File: src/rtl/core/lpe_pkg.sv
package lpe_pkg;

  localparam int SENSOR_COUNT = 8;

  // Serial divider geometry: dividend magnitude and divisor magnitude
  localparam int DIV_DW = 40;
  localparam int DIV_VW = 19;

  localparam logic OP_FRAME = 1'b0;
  localparam logic OP_CLEAR = 1'b1;

  typedef enum logic [3:0] {
    S_IDLE,
    S_SEL,
    S_ROT,
    S_MUL1,
    S_MUL2,
    S_MUL3,
    S_DGO,
    S_DWAIT,
    S_FIN,
    S_LOCK,
    S_DONE
  } state_t;

  typedef enum logic [2:0] {
    REG_THRESHOLD = 3'd0,
    REG_PITCH     = 3'd1,
    REG_BLEND     = 3'd2,
    REG_EDGE      = 3'd3,
    REG_OFFSET    = 3'd4,
    REG_LOCK      = 3'd5
  } cfg_reg_t;

  typedef struct packed {
    logic busy;
    logic done;
  } div_stat_t;

  localparam logic signed [9:0] OFFSET_ROM [SENSOR_COUNT] = '{
    -10'sd487, -10'sd284, -10'sd214, -10'sd345,
    -10'sd270, -10'sd163, -10'sd184, -10'sd369
  };

  localparam logic [2:0] SCAN_ORDER [SENSOR_COUNT] = '{
    3'd3, 3'd4, 3'd2, 3'd5, 3'd1, 3'd6, 3'd0, 3'd7
  };

endpackage

File: src/rtl/core/lpe_div.sv
module lpe_div #(
  parameter int DW = 40,
  parameter int VW = 19
) (
  input  logic                  clk,
  input  logic                  rst_n,
  input  logic                  start,
  input  logic [DW-1:0]         dividend,
  input  logic [VW-1:0]         divisor,
  output lpe_pkg::div_stat_t    stat,
  output logic [DW-1:0]         quotient
);

  localparam int CW = $clog2(DW + 1);

  logic [CW-1:0] cnt_r, cnt_nxt;
  logic          done_r, done_nxt;
  logic [VW-1:0] rem_r, rem_nxt;
  logic [DW-1:0] quo_r, quo_nxt;
  logic [VW-1:0] dvs_r, dvs_nxt;
  logic [VW:0]   shifted;
  logic [VW+1:0] diff;

  always_comb begin
    shifted  = {rem_r, quo_r[DW-1]};
    diff     = {1'b0, shifted} - {2'b00, dvs_r};
    cnt_nxt  = cnt_r;
    rem_nxt  = rem_r;
    quo_nxt  = quo_r;
    dvs_nxt  = dvs_r;
    done_nxt = (cnt_r == CW'(1));
    if (start) begin
      cnt_nxt = CW'(DW);
      rem_nxt = '0;
      quo_nxt = dividend;
      dvs_nxt = divisor;
    end else if (cnt_r != '0) begin
      // one quotient bit per cycle: shift in next dividend bit, trial subtract
      cnt_nxt = cnt_r - CW'(1);
      if (!diff[VW+1]) begin
        rem_nxt = diff[VW-1:0];
        quo_nxt = {quo_r[DW-2:0], 1'b1};
      end else begin
        rem_nxt = shifted[VW-1:0];
        quo_nxt = {quo_r[DW-2:0], 1'b0};
      end
    end
  end

  always_ff @(posedge clk) begin
    if (!rst_n) begin
      cnt_r  <= '0;
      done_r <= 1'b0;
    end else begin
      cnt_r  <= cnt_nxt;
      done_r <= done_nxt;
    end
  end

  always_ff @(posedge clk) begin
    rem_r <= rem_nxt;
    quo_r <= quo_nxt;
    dvs_r <= dvs_nxt;
  end

  assign stat.busy = (cnt_r != '0);
  assign stat.done = done_r;
  assign quotient  = quo_r;

endmodule

File: src/rtl/core/line_position_estimator_unit.sv
// Channel | Dir | Transfer when           | Contents
// in_     | in  | in_tvalid & in_tready   | tuser op, tdata mask/ambients/proximity
// out_    | out | out_tvalid & out_tready | tdata found/position/flags/obstacle
// cfg_    | in  | cfg_valid & cfg_ready   | cfg_index register, cfg_data value
//
// A clear item goes straight to the result state; a frame with no line or an edge
// sensor skips the divider; an inner sensor takes up to two passes of the shared
// bit-serial divider.
// rst_n is synchronous and active low; it restores the register defaults.
// A held result in the output register does not block the next transfer in;
// only the final load waits for the output register to drain.
module line_position_estimator_unit (
  input  logic          clk,
  input  logic          rst_n,
  input  logic          in_tvalid,
  output logic          in_tready,
  input  logic [0:0]    in_tuser,   // [0] op
  // [1:0] clear_mask, [17:2] ambient_s0 ... [129:114] ambient_s7,
  // [145:130] proximity_sample
  input  logic [151:0]  in_tdata,
  output logic          out_tvalid,
  input  logic          out_tready,
  // [0] line_found, [16:1] position_out, [17] on_line_flag,
  // [18] detected_flag, [34:19] obstacle_level
  output logic [39:0]   out_tdata,
  input  logic          cfg_valid,
  output logic          cfg_ready,
  input  logic [2:0]    cfg_index,
  input  logic [17:0]   cfg_data
);

  localparam int NS = lpe_pkg::SENSOR_COUNT;
  localparam int DW = lpe_pkg::DIV_DW;
  localparam int VW = lpe_pkg::DIV_VW;

  lpe_pkg::state_t state_r, state_nxt;

  // configuration
  logic signed [17:0] thr_r;
  logic [10:0]        pitch_r, scale_r;
  logic [13:0]        edge_r;
  logic signed [10:0] coff_r;
  logic [7:0]         ftl_r;

  // persistent state
  logic [15:0]        avg_r, avg_nxt;
  logic [7:0]         lock_r, lock_nxt;
  logic [1:0]         flag_r, flag_nxt;
  logic signed [15:0] pos_r, pos_nxt;

  // per-item work registers
  logic signed [17:0] d_r [NS];
  logic signed [17:0] d_nxt [NS];
  logic [2:0]         c_r, c_nxt;
  logic [2:0]         rot_r, rot_nxt;
  logic               dir_r, dir_nxt;
  logic               found_r, found_nxt;
  logic signed [DW-1:0] num_r, num_nxt;
  logic signed [VW-1:0] dvs_r, dvs_nxt;
  logic               neg_r, neg_nxt;
  logic               phase_r, phase_nxt;
  logic signed [27:0] s_r, s_nxt;
  logic signed [39:0] t1_r, t1_nxt;
  logic [13:0]        cp_r, cp_nxt;
  logic signed [14:0] p_r, p_nxt;

  logic               out_valid_r, out_valid_nxt;
  logic [39:0]        out_data_r, out_data_nxt;

  // divider hookup
  logic               div_start;
  logic [DW-1:0]      div_dvd;
  logic [VW-1:0]      div_dvs;
  logic [DW-1:0]      div_q;
  lpe_pkg::div_stat_t div_st;

  // combinational helpers
  logic               in_xfer;
  logic [NS-1:0]      lt;
  logic [2:0]         sel_c;
  logic               sel_found;
  logic signed [17:0] dl, dc, dr, dn;
  logic signed [18:0] den;
  logic signed [29:0] numer;
  logic [24:0]        base;
  logic signed [40:0] qs;
  logic signed [41:0] pw;
  logic signed [41:0] edge_w;
  logic [18:0]        avg_sum;
  logic               load_out;
  logic               lock_ok;

  lpe_div #(.DW(DW), .VW(VW)) u_div (
    .clk      (clk),
    .rst_n    (rst_n),
    .start    (div_start),
    .dividend (div_dvd),
    .divisor  (div_dvs),
    .stat     (div_st),
    .quotient (div_q)
  );

  function automatic logic signed [15:0] sat16(input logic signed [41:0] v);
    if (v > 42'sd32767)       return 16'sh7fff;
    else if (v < -42'sd32768) return 16'sh8000;
    else                      return v[15:0];
  endfunction

  assign in_tready  = (state_r == lpe_pkg::S_IDLE);
  assign in_xfer    = in_tvalid & in_tready;
  assign cfg_ready  = 1'b1;
  assign out_tvalid = out_valid_r;
  assign out_tdata  = out_data_r;
  assign load_out   = (state_r == lpe_pkg::S_DONE) && (!out_valid_r || out_tready);

  // sensor pick: last sensor in scan order strictly below threshold
  always_comb begin
    for (int i = 0; i < NS; i++) begin
      lt[i] = (d_r[i] < thr_r);
    end
    sel_c = 3'd0;
    for (int k = 0; k < NS; k++) begin
      if (lt[lpe_pkg::SCAN_ORDER[k]]) sel_c = lpe_pkg::SCAN_ORDER[k];
    end
    sel_found = (|lt) || (d_r[0] == thr_r);
  end

  // next state
  always_comb begin
    state_nxt = state_r;
    case (state_r)
      lpe_pkg::S_IDLE: begin
        if (in_xfer) begin
          state_nxt = (in_tuser[0] == lpe_pkg::OP_CLEAR) ? lpe_pkg::S_DONE : lpe_pkg::S_SEL;
        end
      end
      lpe_pkg::S_SEL: begin
        if (!sel_found)                            state_nxt = lpe_pkg::S_DONE;
        else if (sel_c == 3'd0 || sel_c == 3'd7)   state_nxt = lpe_pkg::S_LOCK;
        else                                       state_nxt = lpe_pkg::S_ROT;
      end
      lpe_pkg::S_ROT:   if (rot_r == 3'd0) state_nxt = lpe_pkg::S_MUL1;
      lpe_pkg::S_MUL1:  state_nxt = (den == '0) ? lpe_pkg::S_MUL2 : lpe_pkg::S_DGO;
      lpe_pkg::S_MUL2:  state_nxt = lpe_pkg::S_MUL3;
      lpe_pkg::S_MUL3:  state_nxt = (scale_r == '0) ? lpe_pkg::S_FIN : lpe_pkg::S_DGO;
      lpe_pkg::S_DGO:   state_nxt = lpe_pkg::S_DWAIT;
      lpe_pkg::S_DWAIT: begin
        if (div_st.done) state_nxt = phase_r ? lpe_pkg::S_FIN : lpe_pkg::S_MUL2;
      end
      lpe_pkg::S_FIN:   state_nxt = lpe_pkg::S_LOCK;
      lpe_pkg::S_LOCK:  state_nxt = lpe_pkg::S_DONE;
      lpe_pkg::S_DONE:  if (load_out) state_nxt = lpe_pkg::S_IDLE;
      default:          state_nxt = lpe_pkg::S_IDLE;
    endcase
  end

  // datapath and outputs
  always_comb begin
    avg_nxt       = avg_r;
    lock_nxt      = lock_r;
    flag_nxt      = flag_r;
    pos_nxt       = pos_r;
    d_nxt         = d_r;
    c_nxt         = c_r;
    rot_nxt       = rot_r;
    dir_nxt       = dir_r;
    found_nxt     = found_r;
    num_nxt       = num_r;
    dvs_nxt       = dvs_r;
    neg_nxt       = neg_r;
    phase_nxt     = phase_r;
    s_nxt         = s_r;
    t1_nxt        = t1_r;
    cp_nxt        = cp_r;
    p_nxt         = p_r;
    out_data_nxt  = out_data_r;
    out_valid_nxt = out_valid_r;
    div_start     = 1'b0;
    div_dvd       = num_r[DW-1] ? DW'(-num_r) : DW'(num_r);
    div_dvs       = dvs_r[VW-1] ? VW'(-dvs_r) : VW'(dvs_r);

    // after rotation the chosen sensor sits at tap 1, its neighbors at 0 and 2
    dl     = d_r[0];
    dc     = d_r[1];
    dr     = d_r[2];
    dn     = (dr < dl) ? dr : dl;
    den    = {dc[17], dc} + {dn[17], dn};
    numer  = $signed({1'b0, scale_r}) * dn;
    base   = cp_r * scale_r;
    qs     = (scale_r == '0) ? 41'sd0 :
             (neg_r ? -$signed({1'b0, div_q}) : $signed({1'b0, div_q}));
    edge_w = $signed({28'd0, edge_r});
    pw     = 42'(qs) - edge_w + 42'(coff_r);
    avg_sum = {avg_r, 3'b000} - {3'b000, avg_r} + {3'b000, in_tdata[145:130]};
    lock_ok = !(edge_r == '0 && p_r == '0);

    if (out_valid_r && out_tready) out_valid_nxt = 1'b0;

    case (state_r)
      lpe_pkg::S_IDLE: begin
        if (in_xfer) begin
          found_nxt = 1'b0;
          if (in_tuser[0] == lpe_pkg::OP_CLEAR) begin
            flag_nxt = flag_r & ~in_tdata[1:0];
          end else begin
            avg_nxt = avg_sum[18:3];
            for (int i = 0; i < NS; i++) begin
              d_nxt[i] = $signed({2'b00, in_tdata[2 + 16*i +: 16]})
                         - 18'(lpe_pkg::OFFSET_ROM[i]) - 18'sd1024;
            end
          end
        end
      end
      lpe_pkg::S_SEL: begin
        c_nxt     = sel_c;
        rot_nxt   = sel_c - 3'd1;
        found_nxt = sel_found;
        if (!sel_found) lock_nxt = '0;
        if (sel_c == 3'd7)      p_nxt = $signed({1'b0, edge_r});
        else if (sel_c == 3'd0) p_nxt = -$signed({1'b0, edge_r});
      end
      lpe_pkg::S_ROT: begin
        // rotate one place per cycle until the left neighbor reaches tap 0
        if (rot_r != 3'd0) begin
          for (int i = 0; i < NS; i++) begin
            d_nxt[i] = d_r[(i + 1) % NS];
          end
          rot_nxt = rot_r - 3'd1;
        end
      end
      lpe_pkg::S_MUL1: begin
        dir_nxt   = (dr < dl);
        num_nxt   = DW'(numer);
        dvs_nxt   = VW'(den);
        phase_nxt = 1'b0;
        s_nxt     = '0;
      end
      lpe_pkg::S_DGO: begin
        div_start = 1'b1;
        neg_nxt   = num_r[DW-1] ^ dvs_r[VW-1];
      end
      lpe_pkg::S_DWAIT: begin
        if (div_st.done && !phase_r) begin
          s_nxt = neg_r ? -$signed(div_q[27:0]) : $signed(div_q[27:0]);
        end
      end
      lpe_pkg::S_MUL2: begin
        t1_nxt = s_r * $signed({1'b0, pitch_r});
        cp_nxt = 14'(c_r * pitch_r);
      end
      lpe_pkg::S_MUL3: begin
        num_nxt   = $signed({15'd0, base}) + (dir_r ? t1_r : -t1_r);
        dvs_nxt   = $signed({8'd0, scale_r});
        phase_nxt = 1'b1;
      end
      lpe_pkg::S_FIN: begin
        pos_nxt = sat16(pw);
        if (pw > edge_w)       p_nxt = $signed({1'b0, edge_r});
        else if (pw < -edge_w) p_nxt = -$signed({1'b0, edge_r});
        else                   p_nxt = pw[14:0];
      end
      lpe_pkg::S_LOCK: begin
        if (lock_ok) begin
          if (lock_r < ftl_r) lock_nxt = lock_r + 8'd1;
        end else begin
          lock_nxt = '0;
        end
        if (lock_nxt == ftl_r) begin
          flag_nxt = 2'b11;
          pos_nxt  = 16'(p_r);
        end else begin
          flag_nxt = flag_r & 2'b10;
        end
      end
      lpe_pkg::S_DONE: begin
        if (load_out) begin
          out_valid_nxt = 1'b1;
          out_data_nxt  = {5'd0, avg_r, flag_r[1], flag_r[0], pos_r, found_r};
        end
      end
      default: ;
    endcase
  end

  // control and architectural state
  always_ff @(posedge clk) begin
    if (!rst_n) begin
      state_r     <= lpe_pkg::S_IDLE;
      out_valid_r <= 1'b0;
      thr_r       <= '0;
      pitch_r     <= 11'd128;
      scale_r     <= 11'd256;
      edge_r      <= 14'd448;
      coff_r      <= '0;
      ftl_r       <= 8'd2;
      avg_r       <= '0;
      lock_r      <= '0;
      flag_r      <= '0;
      pos_r       <= '0;
    end else begin
      state_r     <= state_nxt;
      out_valid_r <= out_valid_nxt;
      avg_r       <= avg_nxt;
      lock_r      <= lock_nxt;
      flag_r      <= flag_nxt;
      pos_r       <= pos_nxt;
      if (cfg_valid && cfg_ready) begin
        case (cfg_index)
          lpe_pkg::REG_THRESHOLD: thr_r   <= cfg_data;
          lpe_pkg::REG_PITCH:     pitch_r <= cfg_data[10:0];
          lpe_pkg::REG_BLEND:     scale_r <= cfg_data[10:0];
          lpe_pkg::REG_EDGE:      edge_r  <= cfg_data[13:0];
          lpe_pkg::REG_OFFSET:    coff_r  <= cfg_data[10:0];
          lpe_pkg::REG_LOCK:      ftl_r   <= cfg_data[7:0];
          default: ;
        endcase
      end
    end
  end

  // payload
  always_ff @(posedge clk) begin
    d_r        <= d_nxt;
    c_r        <= c_nxt;
    rot_r      <= rot_nxt;
    dir_r      <= dir_nxt;
    found_r    <= found_nxt;
    num_r      <= num_nxt;
    dvs_r      <= dvs_nxt;
    neg_r      <= neg_nxt;
    phase_r    <= phase_nxt;
    s_r        <= s_nxt;
    t1_r       <= t1_nxt;
    cp_r       <= cp_nxt;
    p_r        <= p_nxt;
    out_data_r <= out_data_nxt;
  end

`ifndef SYNTH
  a_div_done_in_wait: assert property (@(posedge clk) disable iff (!rst_n)
    div_st.done |-> (state_r == lpe_pkg::S_DWAIT))
    else $error("divider finished outside wait state");

  a_in_leaves_idle: assert property (@(posedge clk) disable iff (!rst_n)
    in_xfer |=> (state_r != lpe_pkg::S_IDLE))
    else $error("accepted item did not start work");

  a_rot_bound: assert property (@(posedge clk) disable iff (!rst_n)
    (state_r == lpe_pkg::S_ROT) |-> (rot_r < 3'd6))
    else $error("rotation count out of range");

  a_reset_out: assert property (@(posedge clk)
    !rst_n |=> !out_valid_r)
    else $error("output valid after reset");
`endif

endmodule

File: config.mk
export PLATFORM = sky130hd
export DESIGN_NAME = line_position_estimator_unit
export DESIGN_NICKNAME = d
export VERILOG_FILES = /design/src/rtl/core/lpe_pkg.sv /design/src/rtl/core/lpe_div.sv /design/src/rtl/core/line_position_estimator_unit.sv
export SDC_FILE = /design/constraint.sdc
export NUM_CORES = 2
export LEC_CHECK = 0
export ABC_AREA = 1
export BUFFER_PORTS_ARGS = -buffer_cell sky130_fd_sc_hd__buf_4
export CAP_MARGIN = 20
export CORE_MARGIN = 10
export CORE_UTILIZATION = 37
export DETAILED_ROUTE_END_ITERATION = 8
export GPL_TIMING_DRIVEN = 0
export PLACE_DENSITY = 0.53
export SYNTH_ARGS = -nofsm -noshare
export SYNTH_HDL_FRONTEND = slang
export SYNTH_SLANG_ARGS = --single-unit
File: constraint.sdc
create_clock -name clk -period 10 [get_ports clk]
set_input_delay 1.5 -clock clk [delete_from_list [all_inputs] [get_ports clk]]
set_output_delay 1.5 -clock clk [all_outputs]
set_load 0.01 [all_outputs]
==> summary.md <==
Run status
- result of the run: finished, final reports clean

Synthesis
- ranking of synthesized cells by area: sky130_fd_sc_hd__edfxtp_1 (18%), sky130_fd_sc_hd__fa_1 (18%), sky130_fd_sc_hd__nand2_1 (12%)
- sequential element share of the synthesized area: 22.6%
- synthesized area: 66700 um^2
- Yosys cell types: 71
- Mean Syn Cell Area: 7.45 um^2
- ys flop type: sky130_fd_sc_hd__edfxtp_1
- count of flip-flops with a built-in enable after synthesis: 404
- area leader, netlist: sky130_fd_sc_hd__edfxtp_1
- area fraction of the dominant cell type after synthesis: 18.2%
- number of warnings printed during yosys synthesis: 0
- post-synthesis cell count: 8949
- share of flip-flops with an asynchronous set or reset after synthesis: 0%
- Seq cells post-synth: 550
- most numerous cell in the Yosys netlist: sky130_fd_sc_hd__nand2_1
- most frequent cells after synthesis: sky130_fd_sc_hd__nand2_1 (2185), sky130_fd_sc_hd__inv_1 (1855), sky130_fd_sc_hd__nor2_1 (662)

Detailed routing
- total via count after detailed routing: 58800
- DRC violation count after routing: 0
- vias per cell: 5.04
- total wire length after detailed routing: 223000 um
- number of design-rule violations left by the first detailed-router iteration: 4621
- DRT antenna net count: 0
- detailed-routing iteration count for the pre-antenna-repair pass: 6
- DR WL/cell: 19.1 um

Timing
- Setup TNS Final: 0 ns
- Worst Tran Pin Value: 1.18 ns
- post-route clock period utilization: 92.3%
- final period demand of the worst path: 9.23 ns
- fmax: 108 MHz
- final setup violation count: 0
- count of pins over their slew limit: 0
- Max transition margin: 20.9%
- crit path setup slack, layout: 0.769 ns
- post-route clock skew: 0.0382 ns
- Hold Violations, Final: 0

Place
- placer congestion estimate: 0.923
- placed wire-length estimate after detailed placement: 186000 um
- setup slack at placement: 0.108 ns
- port bufs: 209

Hold path
- Worst Hold Depth: 0
- type of the most critical hold path: register to register

Clock tree
- latest clock arrival within the worst-skew pair: 0.67 ns
- maximum count of clock buffers along a single path: 3
- CTS HTree Levels: 3
- Num Clock Sinks: 550
- clock tree from TritonCTS: built
- TritonCTS Buffers: 68
- clock-pin transition on the worst setup and hold timing paths: 0.06 ns
- Root Driver: sky130_fd_sc_hd__clkbuf_16
- Post-CTS Hold Fix Bufs: 0

Global routing
- via count of the first global-routing pass: 58000
- total grt overflow: 0
- antenna violations before repair: 10
- pin count of the biggest net entering global routing: 41
- overall track demand over capacity in global routing: 22.2%
- wire length of the first global-routing pass: 344000 um

Worst setup path
- number of buffers and inverters on the critical path: 8
- worst path required time: 10.34 ns
- Critical Path Most Common Cell: sky130_fd_sc_hd__nand2_1
- Critical Path Slowest Stage Cell: sky130_fd_sc_hd__fa_1
- kind of cell adding the most delay to the critical path: adder cells
- top fanout value on the critical path: 10
- critical path data arrival time: 9.57 ns
- Crit Path Category: register to register
- logic depth of the worst setup path including buffers: 34
- Register-to-Register Path Depth: 34
- reg-to-reg slack, setup: 0.77 ns
- stage delay of the slowest cell on the critical path: 0.57 ns
- kind of end point of the critical path: register
- CP Launch Type: register

Finish
- fraction of final layout cells with drive strength greater than 1: 5.35%
- post-synthesis to final-layout area growth: 10.6%
- final net count: 10600

Floorplan
- Core Region: 179000 um^2
- site row count: 155
- Initial Utilization: 37.3%
- x dimension of the die: 444 um
- # IOs: 222
- y dimension of the die: 444 um
- die footprint: 198000 um^2

Flow run
- number of maximum-capacitance violations: 0

Pwr
- power density relative to cell area: 337 nW/um^2
- maximum resistive drop on vdd: 0.000325 V
- leakage dissipation: 0.0369 uW

## what timing repair did
action                     in CTS  in global routing
gates resized for setup         0                 10
buffers inserted                0                  0
setup endpoints to repair       0                 10
## placed cells by master (no fill, tap or decap), types with 8 or more instances in the layout
master                         n
sky130_fd_sc_hd__nand3_1     268
sky130_fd_sc_hd__o211ai_1     36
sky130_fd_sc_hd__nand2_2      17
sky130_fd_sc_hd__edfxtp_1    404
sky130_fd_sc_hd__nand4_1      91
sky130_fd_sc_hd__o21bai_1     16
sky130_fd_sc_hd__a21oi_2       9
sky130_fd_sc_hd__nor2_1      660
sky130_fd_sc_hd__clkinv_2     13
sky130_fd_sc_hd__a21boi_0     12
sky130_fd_sc_hd__buf_12        8
sky130_fd_sc_hd__xnor2_1     104
sky130_fd_sc_hd__inv_1      1854
sky130_fd_sc_hd__buf_4       217
sky130_fd_sc_hd__nor2_2       10
sky130_fd_sc_hd__clkbuf_1    244
sky130_fd_sc_hd__nor3_1       91
sky130_fd_sc_hd__o21ai_1      20
sky130_fd_sc_hd__or2_2        55
sky130_fd_sc_hd__ha_1        612
sky130_fd_sc_hd__nor4_1       32
sky130_fd_sc_hd__inv_2        29
sky130_fd_sc_hd__a21oi_1     482
sky130_fd_sc_hd__xor2_1      209
sky130_fd_sc_hd__clkinv_1     29
sky130_fd_sc_hd__buf_1         9
sky130_fd_sc_hd__dfxtp_1     146
sky130_fd_sc_hd__nand2_1    2184
sky130_fd_sc_hd__o21a_1       19
sky130_fd_sc_hd__clkbuf_16    68
sky130_fd_sc_hd__nand3b_1     35
sky130_fd_sc_hd__a21o_1       14
sky130_fd_sc_hd__fa_1        595
sky130_fd_sc_hd__o21ai_0     506
sky130_fd_sc_hd__a31oi_1      44
sky130_fd_sc_hd__o31ai_1      24
sky130_fd_sc_hd__inv_6         8
## sequential cells by signal (all words and copies together), names as in the netlist, 19 cells and up
name / flops
s_r: 28
u_div.dvs_r: 19
u_div.rem_r: 19
num_r: 40
out_tdata: 35
dvs_r: 19
d_r: 90
u_div.quotient: 40
t1_r: 40
## cells by family (layout without fill, tap and decap cells)
logic type,Yosys count,count (layout),share of synthesized area (%)
muxes,2,2,0.0300
xor gates and xnor gates,315,315,4.16
AOI/OAI and AO/OA,1229,1229,10.0
DFF,550,550,22.6
adders and majority gates,1207,1207,29.4
and+or+nand+nor,3479,3479,21.5
buffers and inverters,2165,2513,12.3
other,2,12,0.0113
## stage by stage
step	cells	utilization (%)	hold slack, ns	instance area [um^2]	power [uW]
final	11700	41.2	0.421	73700	24900
after global routing	11700	41.2	0.430	73700	27500
after CTS	11700	41.2	0.422	73700	24800
after detailed placement	11500	40.0	0.412	71500	22100
after global placement	11500	39.8	0.414	71200	20500
after floorplan	8953	-	0.399	66700	16400
## final cells by class
type | count | area, um^2
antenna | 6 | 15.0
buffer | 260 | 1070
clock buffer | 88 | 1820
clock inverter | 38 | 398
fill | 18500 | 105000
inverter | 1905 | 7150
multi-input combinational | 6238 | 43500
sequential | 550 | 15100
tap | 2355 | 2950
timing repair buffer | 222 | 1830
## report_power, final
group | internal (uW) | switching (uW) | total [uW]
logic | 5800 | 12100 | 17900
registers | 3780 | 649 | 4430
clock network | 1430 | 1070 | 2510
## routing by layer
metal  vias up  part of all wire [%]  GRT usage [%]
met5         -                 0.011              0
met4         4                   3.2           6.47
met3       290                   5.5           2.65
met2      1584                    46           36.8
met1     28300                    45           30.3
li1      28600                     -              -
## final timing paths
| kind | startpoint | end |
|---|---|---|
| worst max-delay path | dr[17] | num_r[34] |
| worst min register to register | pos_r[11] | out_tdata[12] |
| worst min-delay path | pos_r[11] | out_tdata[12] |
| worst max register to register | dr[17] | num_r[34] |
(Power assumes the default switching activity.)
